File: src/sv/pdo_pkg.sv
`timescale 1ns / 1ps

package pdo_pkg;

  localparam int QUEUE_DEPTH = 4;

  // Strength saturates at d2 >= 21675; below it, S is the largest root with
  // S*S*21675 <= d2 * 2^32
  localparam logic [14:0] STRENGTH_DEN = 15'd21675;
  localparam logic [16:0] STRENGTH_ONE = 17'd65536;
  localparam logic [27:0] GRAY_BIAS    = 28'd12500000;
  localparam logic [7:0]  GRAY_MUL     = 8'd88;

  // Gray = floor(gx / 1000000) = (gx * ceil(2^48 / 1000000)) >> 48, exact for gx < 2^28
  localparam logic [28:0] GRAY_RECIP   = 29'd281474977;
  localparam int          GRAY_SHIFT   = 48;

  localparam logic [7:0] TINT_UP_RED    = 8'd46;
  localparam logic [7:0] TINT_UP_GREEN  = 8'd214;
  localparam logic [7:0] TINT_UP_BLUE   = 8'd255;
  localparam logic [7:0] TINT_DN_RED    = 8'd255;
  localparam logic [7:0] TINT_DN_GREEN  = 8'd138;
  localparam logic [7:0] TINT_DN_BLUE   = 8'd64;
  localparam logic [7:0] ALPHA_OPAQUE   = 8'd255;

  // Square-root stages, one strength bit each
  localparam int SQ_STG   = 16;
  localparam int BACK_STG = SQ_STG;

  // Classified pixel handed from front to back
  typedef struct packed {
    logic        last;
    logic        up;
    logic [27:0] gx;
    logic [17:0] d2;
  } mid_t;

  // Back pipeline stage contents
  typedef struct packed {
    logic        valid;
    logic        last;
    logic        up;
    logic        sat;
    logic [7:0]  gray;
    logic [14:0] d2;
    logic [15:0] s;
    logic [31:0] sd;
    logic [47:0] sq;
  } bk_t;

endpackage

File: src/sv/pdo_queue.sv
`timescale 1ns / 1ps

module pdo_queue #(
  parameter int DEPTH = pdo_pkg::QUEUE_DEPTH
) (
  input  logic          clk,
  input  logic          rst,
  input  logic          wr,
  input  pdo_pkg::mid_t wdata,
  output logic          full,
  input  logic          rd,
  output pdo_pkg::mid_t rdata,
  output logic          empty
);

  localparam int AW = (DEPTH > 1) ? $clog2(DEPTH) : 1;
  localparam int CW = $clog2(DEPTH + 1);

  pdo_pkg::mid_t mem [DEPTH];
  logic [AW-1:0] wptr;
  logic [AW-1:0] rptr;
  logic [CW-1:0] count;

  assign full  = (count == CW'(DEPTH));
  assign empty = (count == '0);
  assign rdata = mem[rptr];

  always_ff @(posedge clk) begin
    if (wr && !full) begin
      mem[wptr] <= wdata;
    end
  end

  always_ff @(posedge clk) begin
    if (rst) begin
      wptr  <= '0;
      rptr  <= '0;
      count <= '0;
    end else begin
      if (wr && !full) begin
        wptr <= (wptr == AW'(DEPTH - 1)) ? '0 : wptr + AW'(1);
      end
      if (rd && !empty) begin
        rptr <= (rptr == AW'(DEPTH - 1)) ? '0 : rptr + AW'(1);
      end
      if ((wr && !full) && !(rd && !empty)) begin
        count <= count + CW'(1);
      end else if (!(wr && !full) && (rd && !empty)) begin
        count <= count - CW'(1);
      end
    end
  end

endmodule

File: config.mk
export PLATFORM = sky130hd
export DESIGN_NAME = pdo_queue
export DESIGN_NICKNAME = d
export VERILOG_FILES = /design/src/sv/pdo_pkg.sv /design/src/sv/pdo_queue.sv
export SDC_FILE = /design/constraint.sdc
export NUM_CORES = 1
export LEC_CHECK = 0
export ABC_CLOCK_PERIOD_IN_PS = 3400
export BUFFER_PORTS_ARGS = -buffer_cell sky130_fd_sc_hd__buf_4
export CORE_ASPECT_RATIO = 0.5
export CORE_MARGIN = 2
export CORE_UTILIZATION = 40
export DETAILED_ROUTE_END_ITERATION = 12
export PLACE_DENSITY_LB_ADDON = 0.1
export SKIP_LAST_GASP = 1
export SYNTH_ARGS = -nofsm -noshare
export SYNTH_HDL_FRONTEND = slang
export SYNTH_SLANG_ARGS = --single-unit
File: constraint.sdc
create_clock -name clk -period 3.4 [get_ports clk]
set_input_delay 0.51 -clock clk [delete_from_list [all_inputs] [get_ports clk]]
set_output_delay 0.51 -clock clk [all_outputs]
set_load 0.01 [all_outputs]
==> flow_summary.json <==
{
  "finish.instance_area_sq_um": 9138,
  "cp-end-kind": "primary output",
  "grt_setup_unrepaired": "false",
  "cts_max_level": 1,
  "clockBufferDepth": 3,
  "ys_seq_area_share_pct": 79.95,
  "place.detailed.hpwl_mm": 8.303,
  "cts_root_buf": "clkbuf_16",
  "required_ns": 2.89,
  "synthTopCellsByArea": "edfxtp_1 78%, mux4_2 15%, dfxtp_1 2.4%",
  "critPathKind": "flop to primary output",
  "fin_worst_skew_ns": 0.01427,
  "synth_top_cell_area_share_pct": 77.52,
  "peakVddDrop_mv": 0.4451,
  "crit_chain": "buf_12, mux4_2, buf_4",
  "synthCells": 300,
  "fp.dieW_um": 196.8,
  "dieArea_sq_um": 19770,
  "fin_crit_sh_pct": 80.62,
  "setup_viol": 0,
  "start_util_pct": 40.63,
  "internal-power_mw": 5.043,
  "port_buffers": 101,
  "slew_violations": 0,
  "core_area_sq_um": 18310,
  "cts_setup_buffers": 0,
  "ctsResizeCount": 0,
  "n_antenna_cell": 0,
  "placed_area_sq_um": 8514,
  "power_frac_comb_pct": 21.4,
  "die_h_um": 100.4,
  "status": "complete, no violations",
  "fin_util_pct": 49.92,
  "grt_use_total_pct": 14.32,
  "cp-start-kind": "flop",
  "cp_slowest_cell": "dfxtp_4",
  "synth_area_sq_um": 7437,
  "crit_path_max_fanout": 26,
  "p_sw_mw": 1.658,
  "drc": 0,
  "insertion_delay_ns": 0.48,
  "path_buf_inv": 2,
  "area_growth_pct": 22.86,
  "nets": 475,
  "drt_iter0_drc": 181,
  "finalSetupTns_ns": 0,
  "fin_crit_ns": 2.741,
  "gr-total-overflow": 0,
  "grt_max_degree": 49,
  "ys_types": 27,
  "critical_path.max_stage_delay_ns": 0.71,
  "yosysWarnings": 0,
  "ios": 102,
  "p_leak_nw": 3.082,
  "hold_path.class": "primary input to flop",
  "path_delay_family": "flip-flops",
  "switching_share_pct": 24.74,
  "pwr-share-clk_pct": 31.6,
  "dp.cells": 635,
  "maxCapViolCount": 0,
  "drive_above_1_share_pct": 45.22,
  "power.density_nw_per_um2": 733.4,
  "fmax_mhz": 364.8,
  "cts_tree": "yes",
  "postRouteAntennaNets": 0,
  "antenna_found_initial": 0,
  "tightest_slew_ns": 0.7717,
  "synth-seq-cells": 201,
  "fillCellCount": 1499,
  "p_total_mw": 6.701,
  "clkTransAtPathRegs_ns": 0.06,
  "fin_cells": 669,
  "drt-pass1-iter-count": 4,
  "slew_headroom_pct": 48.56,
  "vias": 3366,
  "avgRoutedWirePerCell_um": 20.63,
  "finalHoldViolCount": 0,
  "totalWireLength_mm": 13.80,
  "core.rowCount": 35,
  "finalWeightedCongestion": 0.6967,
  "clock-sinks": 201,
  "synth.avg_cell_area_sq_um": 24.79,
  "via_per_inst": 5.031,
  "synth.net_count": 359,
  "cts_made_buffers": 19,
  "grt_pass1_wl_mm": 21.19,
  "synth_top_area_cell": "edfxtp_1",
  "arrival_ns": 2.23,
  "seqPwrFrac_pct": 47.0,
  "grt_pass1_vias": 3703,
  "cts_hold_buf": 0
}
## registers in the layout, summed over array words and instances (netlist names), named ones only
| name | cells |
|---|---|
| rptr | 2 |
| count | 3 |
| wptr | 2 |
| mem | 192 |
## worst paths after layout
path | cells after the start | startpoint | end | slack (ns)
worst max-delay path | 3 | flop | rdata[13] | 0.66
worst min-delay path | 1 | wdata[28] | mem[0][28]$_DFFE_PP_ | 0.23
worst max register to register | 9 | count[0]$_SDFFE_PP0P_ | count[2]$_SDFFE_PP0P_ | 1.02
worst min register to register | 2 | rptr[0]$_SDFFE_PP0P_ | flop | 0.49
## worst reg2reg max path: stages, from the launching register on
cell and delay, ns:
dfxtp_1 0.45, or3b_1 0.39, clkinv_8 0.09, nor2_4 0.10, ha_1 0.19, inv_1 0.07, fa_1 0.39, xor2_1 0.19
or3_1 0.31, a21oi_1 0.14
## cells by family (layout without fill, tap and decap cells)
group	Yosys count	after routing	share of synthesized area, %
xor+xnor	2	2	0.2356
fa+ha+maj	7	7	1.279
mux	50	50	14.80
flops	201	201	79.95
simple gates	16	16	1.245
compound gates	7	7	0.7233
buf+inv	17	146	1.766
## synthesized netlist by cell type, drive strengths merged
library cell	instances
edfxtp	192
mux4	48
buf	9
dfxtp	9
ha	6
and3	4
nor2	4
a21oi	3
clkbuf	3
inv	3
mux2i	2
nand3	2
nor3	2
o21ai	2
o31ai	2
or3	2
xor2	2
bufinv	1
clkinv	1
fa	1
nand2	1
or3b	1
## cells in the final DEF (no fill, tap or decap), types with 2 or more instances in the layout
cell,count
a21oi_1,2
and3_2,4
buf_12,4
buf_4,103
bufinv_16,3
clkbuf_1,4
clkbuf_16,19
clkinv_1,3
clkinv_2,3
dfxtp_1,7
edfxtp_1,192
ha_1,6
inv_1,3
mux2i_1,2
mux4_2,48
nand3_1,2
nor2_1,3
nor3_1,2
o31ai_2,2
or3_1,2
xor2_1,2
## per-layer routing
layer	track usage, %	up-vias	share of wire, %
li1	-	1500	-
met1	19.07	1789	44
met2	24.41	60	50
met3	3.629	17	4.4
met4	2.603	0	1.2
met5	0	-	0
## power by group through the flow
stage	sequential, mW	combinational (mW)	clock [mW]
floorplan	3.11	0.912	0
finish	3.15	1.43	2.11
global placement	3.20	1.44	0
CTS	3.16	1.48	2.18
detailed placement	3.22	1.47	0
global route	3.19	1.55	2.28
## per-stage QoR
step / worst slack [ns] / hold WS [ns]
after floorplan: 1.088 / 0.4634
after detailed placement: 0.9986 / 0.4783
final: 0.6590 / 0.2255
after global placement: 1.109 / 0.4616
after CTS: 0.5688 / 0.2106
after global routing: 0.4835 / 0.2097
## cell type report
type / instances / area [sq um] / share of cell area (%)
timing repair buffer: 107 / 853.3 / 9.339
sequential: 201 / 5951 / 65.12
inverter: 5 / 45.04 / 0.4929
clock inverter: 11 / 132.6 / 1.451
clock buffer: 23 / 490.5 / 5.368
multi-input combinational: 82 / 1365 / 14.94
tap: 240 / 300.3 / 3.286
Power figures use the tool's default switching activity.
