[config.mk]
export PLATFORM = sky130hd
export DESIGN_NAME = pdo_front
export DESIGN_NICKNAME = d
export VERILOG_FILES = /design/src/sv/pdo_pkg.sv /design/src/sv/pdo_front.sv
export SDC_FILE = /design/constraint.sdc
export NUM_CORES = 1
export LEC_CHECK = 0
export BUFFER_PORTS_ARGS = -buffer_cell sky130_fd_sc_hd__buf_4
export CORE_ASPECT_RATIO = 1.75
export CORE_UTILIZATION = 30
export CTS_CLUSTER_SIZE = 30
export DETAILED_ROUTE_END_ITERATION = 16
export SKIP_CTS_REPAIR_TIMING = 1
export SYNTH_ARGS = -nofsm -noshare
export SYNTH_HDL_FRONTEND = slang
export SYNTH_SLANG_ARGS = --single-unit
[constraint.sdc]
create_clock -name clk -period 14.85 [get_ports clk]
set_clock_uncertainty 0.2 [all_clocks]
set_input_delay 1.485 -clock clk [delete_from_list [all_inputs] [get_ports clk]]
set_output_delay 1.485 -clock clk [all_outputs]
set_load 0.1 [all_outputs]
[src/sv/pdo_pkg.sv]
`timescale 1ns / 1ps

package pdo_pkg;

  localparam int QUEUE_DEPTH = 4;

  // Strength saturates at d2 >= 21675; below it, S is the largest root with
  // S*S*21675 <= d2 * 2^32
  localparam logic [14:0] STRENGTH_DEN = 15'd21675;
  localparam logic [16:0] STRENGTH_ONE = 17'd65536;
  localparam logic [27:0] GRAY_BIAS    = 28'd12500000;
  localparam logic [7:0]  GRAY_MUL     = 8'd88;

  // Gray = floor(gx / 1000000) = (gx * ceil(2^48 / 1000000)) >> 48, exact for gx < 2^28
  localparam logic [28:0] GRAY_RECIP   = 29'd281474977;
  localparam int          GRAY_SHIFT   = 48;

  localparam logic [7:0] TINT_UP_RED    = 8'd46;
  localparam logic [7:0] TINT_UP_GREEN  = 8'd214;
  localparam logic [7:0] TINT_UP_BLUE   = 8'd255;
  localparam logic [7:0] TINT_DN_RED    = 8'd255;
  localparam logic [7:0] TINT_DN_GREEN  = 8'd138;
  localparam logic [7:0] TINT_DN_BLUE   = 8'd64;
  localparam logic [7:0] ALPHA_OPAQUE   = 8'd255;

  // Square-root stages, one strength bit each
  localparam int SQ_STG   = 16;
  localparam int BACK_STG = SQ_STG;

  // Classified pixel handed from front to back
  typedef struct packed {
    logic        last;
    logic        up;
    logic [27:0] gx;
    logic [17:0] d2;
  } mid_t;

  // Back pipeline stage contents
  typedef struct packed {
    logic        valid;
    logic        last;
    logic        up;
    logic        sat;
    logic [7:0]  gray;
    logic [14:0] d2;
    logic [15:0] s;
    logic [31:0] sd;
    logic [47:0] sq;
  } bk_t;

endpackage

[src/sv/pdo_front.sv]
`timescale 1ns / 1ps

module pdo_front (
  input  logic          clk,
  input  logic          rst,
  input  logic          push,
  output logic          full,
  input  logic [7:0]    base_red,
  input  logic [7:0]    base_green,
  input  logic [7:0]    base_blue,
  input  logic [7:0]    next_red,
  input  logic [7:0]    next_green,
  input  logic [7:0]    next_blue,
  input  logic          last_in,
  output logic          q_wr,
  output pdo_pkg::mid_t q_data,
  input  logic          q_full
);

  logic          fv;
  pdo_pkg::mid_t item;
  pdo_pkg::mid_t item_next;
  logic [21:0]   lbase;
  logic [21:0]   lnext;
  logic [7:0]    dr;
  logic [7:0]    dg;
  logic [7:0]    db;

  assign full   = fv && q_full;
  assign q_wr   = fv;
  assign q_data = item;

  always_comb begin
    lbase = 22'(22'd2126 * 22'(base_red)) + 22'(22'd7152 * 22'(base_green))
          + 22'(22'd722 * 22'(base_blue));
    lnext = 22'(22'd2126 * 22'(next_red)) + 22'(22'd7152 * 22'(next_green))
          + 22'(22'd722 * 22'(next_blue));
    dr = (next_red   > base_red)   ? next_red   - base_red   : base_red   - next_red;
    dg = (next_green > base_green) ? next_green - base_green : base_green - next_green;
    db = (next_blue  > base_blue)  ? next_blue  - base_blue  : base_blue  - next_blue;
    item_next.last = last_in;
    item_next.up   = (lnext >= lbase);
    item_next.gx   = 28'(28'(pdo_pkg::GRAY_MUL) * 28'(lbase)) + pdo_pkg::GRAY_BIAS;
    item_next.d2   = 18'(16'(dr * dr)) + 18'(16'(dg * dg)) + 18'(16'(db * db));
  end

  always_ff @(posedge clk) begin
    if (push && !full) begin
      item <= item_next;
    end
  end

  always_ff @(posedge clk) begin
    if (rst) begin
      fv <= 1'b0;
    end else if (push && !full) begin
      fv <= 1'b1;
    end else if (fv && !q_full) begin
      fv <= 1'b0;
    end
  end

endmodule

==> impl_metrics.ini <==
[critical_path]
r2r_cells = 3
cp-end-kind = register
critical_path_class = in2reg
cpMostUsedCell = fa_1
cp_max_fo = 10
required_ns = 14.83
critPathSlowestCell = xnor2_1
worst_r2r_endpoint = q_data[2]
rr_startpoint = q_wr
cp.arrival_ns = 10.51
cpPeakStageDelay_ns = 0.71
r2r_setup_slack_ns = 13.14
start_kind = input pin

[job]
maxCapViolCount = 0

[cells_and_area]
layout_common_cells = inv_1, ha_1, fa_1
area_delta_synth_final_pct = 9.39
postLayoutCoreUtil = 0.332
final_common_cell = inv_1
drive_gt1_frac = 0.0596
seq_area_um2 = 1340
num-nets-final = 3274
multi_input_area_um2 = 17900
fillerInstances = 7459

[timing]
worstMarginPinSlew_ns = 0.937
finalHoldViolCount = 0
max_freq_mhz = 95.0
max_slew_margin = 0.357
finalSetupTns_ns = 0
min_period_ns = 10.53
grt_setup_unrepaired = no
slew_violations = 0
worst_slack_ns = 4.32
period_share = 0.709
setup_viol = 0

[yosys]
synth-compound-area-share = 0.121
yosys_warnings = 0
synth_xor_xnor_area_share = 0.0684
ys_seq_area_frac = 0.0625
syn_inst = 2352
synth_top_family_by_area = adder cells
synth-edff-count = 44
synth-simple-area-share = 0.0816
synth_mux_area_frac = 0.0119
synth_flop_cell = edfxtp_1
yosys_register_bits = 45
avgSynthCellArea_um2 = 9.12
synthAdderAreaFrac = 0.550
synth_area_um2 = 21400
synth.distinct_cells = 77
async_flop_share = 0

[global_route]
grt.overflow.total = 0
grt_use_total = 0.154
grt_pass1_vias = 17027
antenna_found_initial = 8
grt_max_degree = 45
grt_pass1_wl_um = 86200

[clock_tree]
cts_buffers = 5
clk_path_buf_depth = 2
cts_sinks = 45
htreeDepth = 2
clkLatencyLatePin_ns = 0.32
path_clk_slew_ns = 0.09
cts_tree = built
cts-root-buf = clkbuf_16

[min_path]
hold-path-endpoint = q_wr
hold_depth = 3
hp-class = reg2reg
hp-start = q_wr

[detailed_routing]
drc = 0
finalWirelength_um = 54200
drtPass1Iterations = 4
avgRoutedWirePerCell_um = 16.1
ant_nets = 0
vias_per_cell = 4.71
dr.first_iter.drc_count = 454
via_count = 15863

[place]
gp_congestion = 0.922
port-buffer-count = 98
dp_slack_ns = 3.92
dp_hpwl_um = 49800

[die]
die_w_um = 204
die_y_um = 356
ios = 103
start_util = 0.303
die-area_um2 = 72600
core_um2 = 70700
rows = 129

[outcome]
outcome = finished clean
[sequential cells by signal, summed over array words and instances (netlist names)]
| signal | count |
|---|---|
| q_wr | 1 |
| q_data | 44 |
[how the worst max path moves through the flow]
stage	cells past startpoint	from	end
after floorplan	33	next_red[0]	q_data[16]
after detailed placement	34	next_red[0]	q_data[16]
final	34	next_red[0]	q_data[16]
after global routing	34	next_red[0]	q_data[17]
after CTS	34	next_red[0]	q_data[16]
after global placement	34	next_red[0]	q_data[16]
[final cells by class]
class | instances | share of cell area
repair buffers | 104 | 0.0333
inverters | 575 | 0.0920
flip-flops and latches | 45 | 0.0572
well taps | 917 | 0.0489
clock inverters | 3 | 0.00123
multi-input cells | 1716 | 0.762
diodes | 1 | 0.000107
clock buffers | 5 | 0.00533
[per-stage QoR]
step | area, um2 | std cells | hold WS (ns)
2_1_floorplan | 21500 | 2355 | 1.36
3_3_place_gp | 23300 | 3357 | 0.465
3_5_place_dp | 23300 | 3357 | 0.475
4_1_cts | 23500 | 3365 | 0.487
5_1_grt | 23500 | 3366 | 0.508
6_report | 23500 | 3366 | 0.469
[per-layer routing]
| layer | up-vias | track usage | part of all wire |
|---|---|---|---|
| met5 | - | 0 | 0.0017 |
| met4 | 14 | 0.106 | 0.072 |
| met3 | 112 | 0.0188 | 0.023 |
| met2 | 189 | 0.306 | 0.56 |
| met1 | 7717 | 0.141 | 0.34 |
| li1 | 7831 | - | - |
[cell families after synthesis]
kind of cell	Yosys count
XOR/XNOR	166
flip-flops	45
AO/OA/AOI/OAI	381
AND/OR/NAND/NOR	366
adder cells (fa/ha/maj)	774
other	1
multiplexers	25
buffers and inverters	594
[synthesized netlist by cell type (all sizes together), types with 3 or more instances]
master | n | share of area
inv | 574 | 0.10
ha | 494 | 0.29
fa | 280 | 0.26
nor2 | 147 | 0.026
xnor2 | 112 | 0.046
a21oi | 108 | 0.025
a21o | 67 | 0.023
nand2 | 63 | 0.011
o21ai | 62 | 0.015
xor2 | 53 | 0.022
edfxtp | 44 | 0.062
o21bai | 31 | 0.011
nor3 | 29 | 0.0070
nor2b | 26 | 0.0076
nand2b | 25 | 0.0073
mux2i | 21 | 0.0098
o21a | 20 | 0.0070
nand3 | 17 | 0.0040
a211oi | 12 | 0.0049
clkbuf | 12 | 0.0021
a21boi | 11 | 0.0039
nand4 | 11 | 0.0032
and2 | 9 | 0.0026
or2 | 8 | 0.0023
and3 | 7 | 0.0020
buf | 7 | 0.0020
o31ai | 7 | 0.0027
a31oi | 6 | 0.0018
o311ai | 6 | 0.0033
a221oi | 5 | 0.0020
o211ai | 5 | 0.0018
o31a | 5 | 0.0020
o41ai | 5 | 0.0029
or3 | 5 | 0.0015
or4 | 5 | 0.0021
a2111oi | 4 | 0.0025
a311oi | 4 | 0.0016
mux2 | 4 | 0.0021
nand3b | 4 | 0.0014
nor3b | 4 | 0.0014
a211o | 3 | 0.0012
o2111ai | 3 | 0.0012
[worst max-delay path: cells and delay by family]
kind / cells / cell delay, ns
compound gates: 14 / 2.54
xor+xnor: 1 / 0.71
fa+ha+maj: 10 / 4.43
buf+inv: 5 / 0.38
mux: 1 / 0.17
simple gates: 3 / 0.79
Power is not shown: default switching activity piles up to over one toggle a cycle in this logic, so the estimate is an artifact.
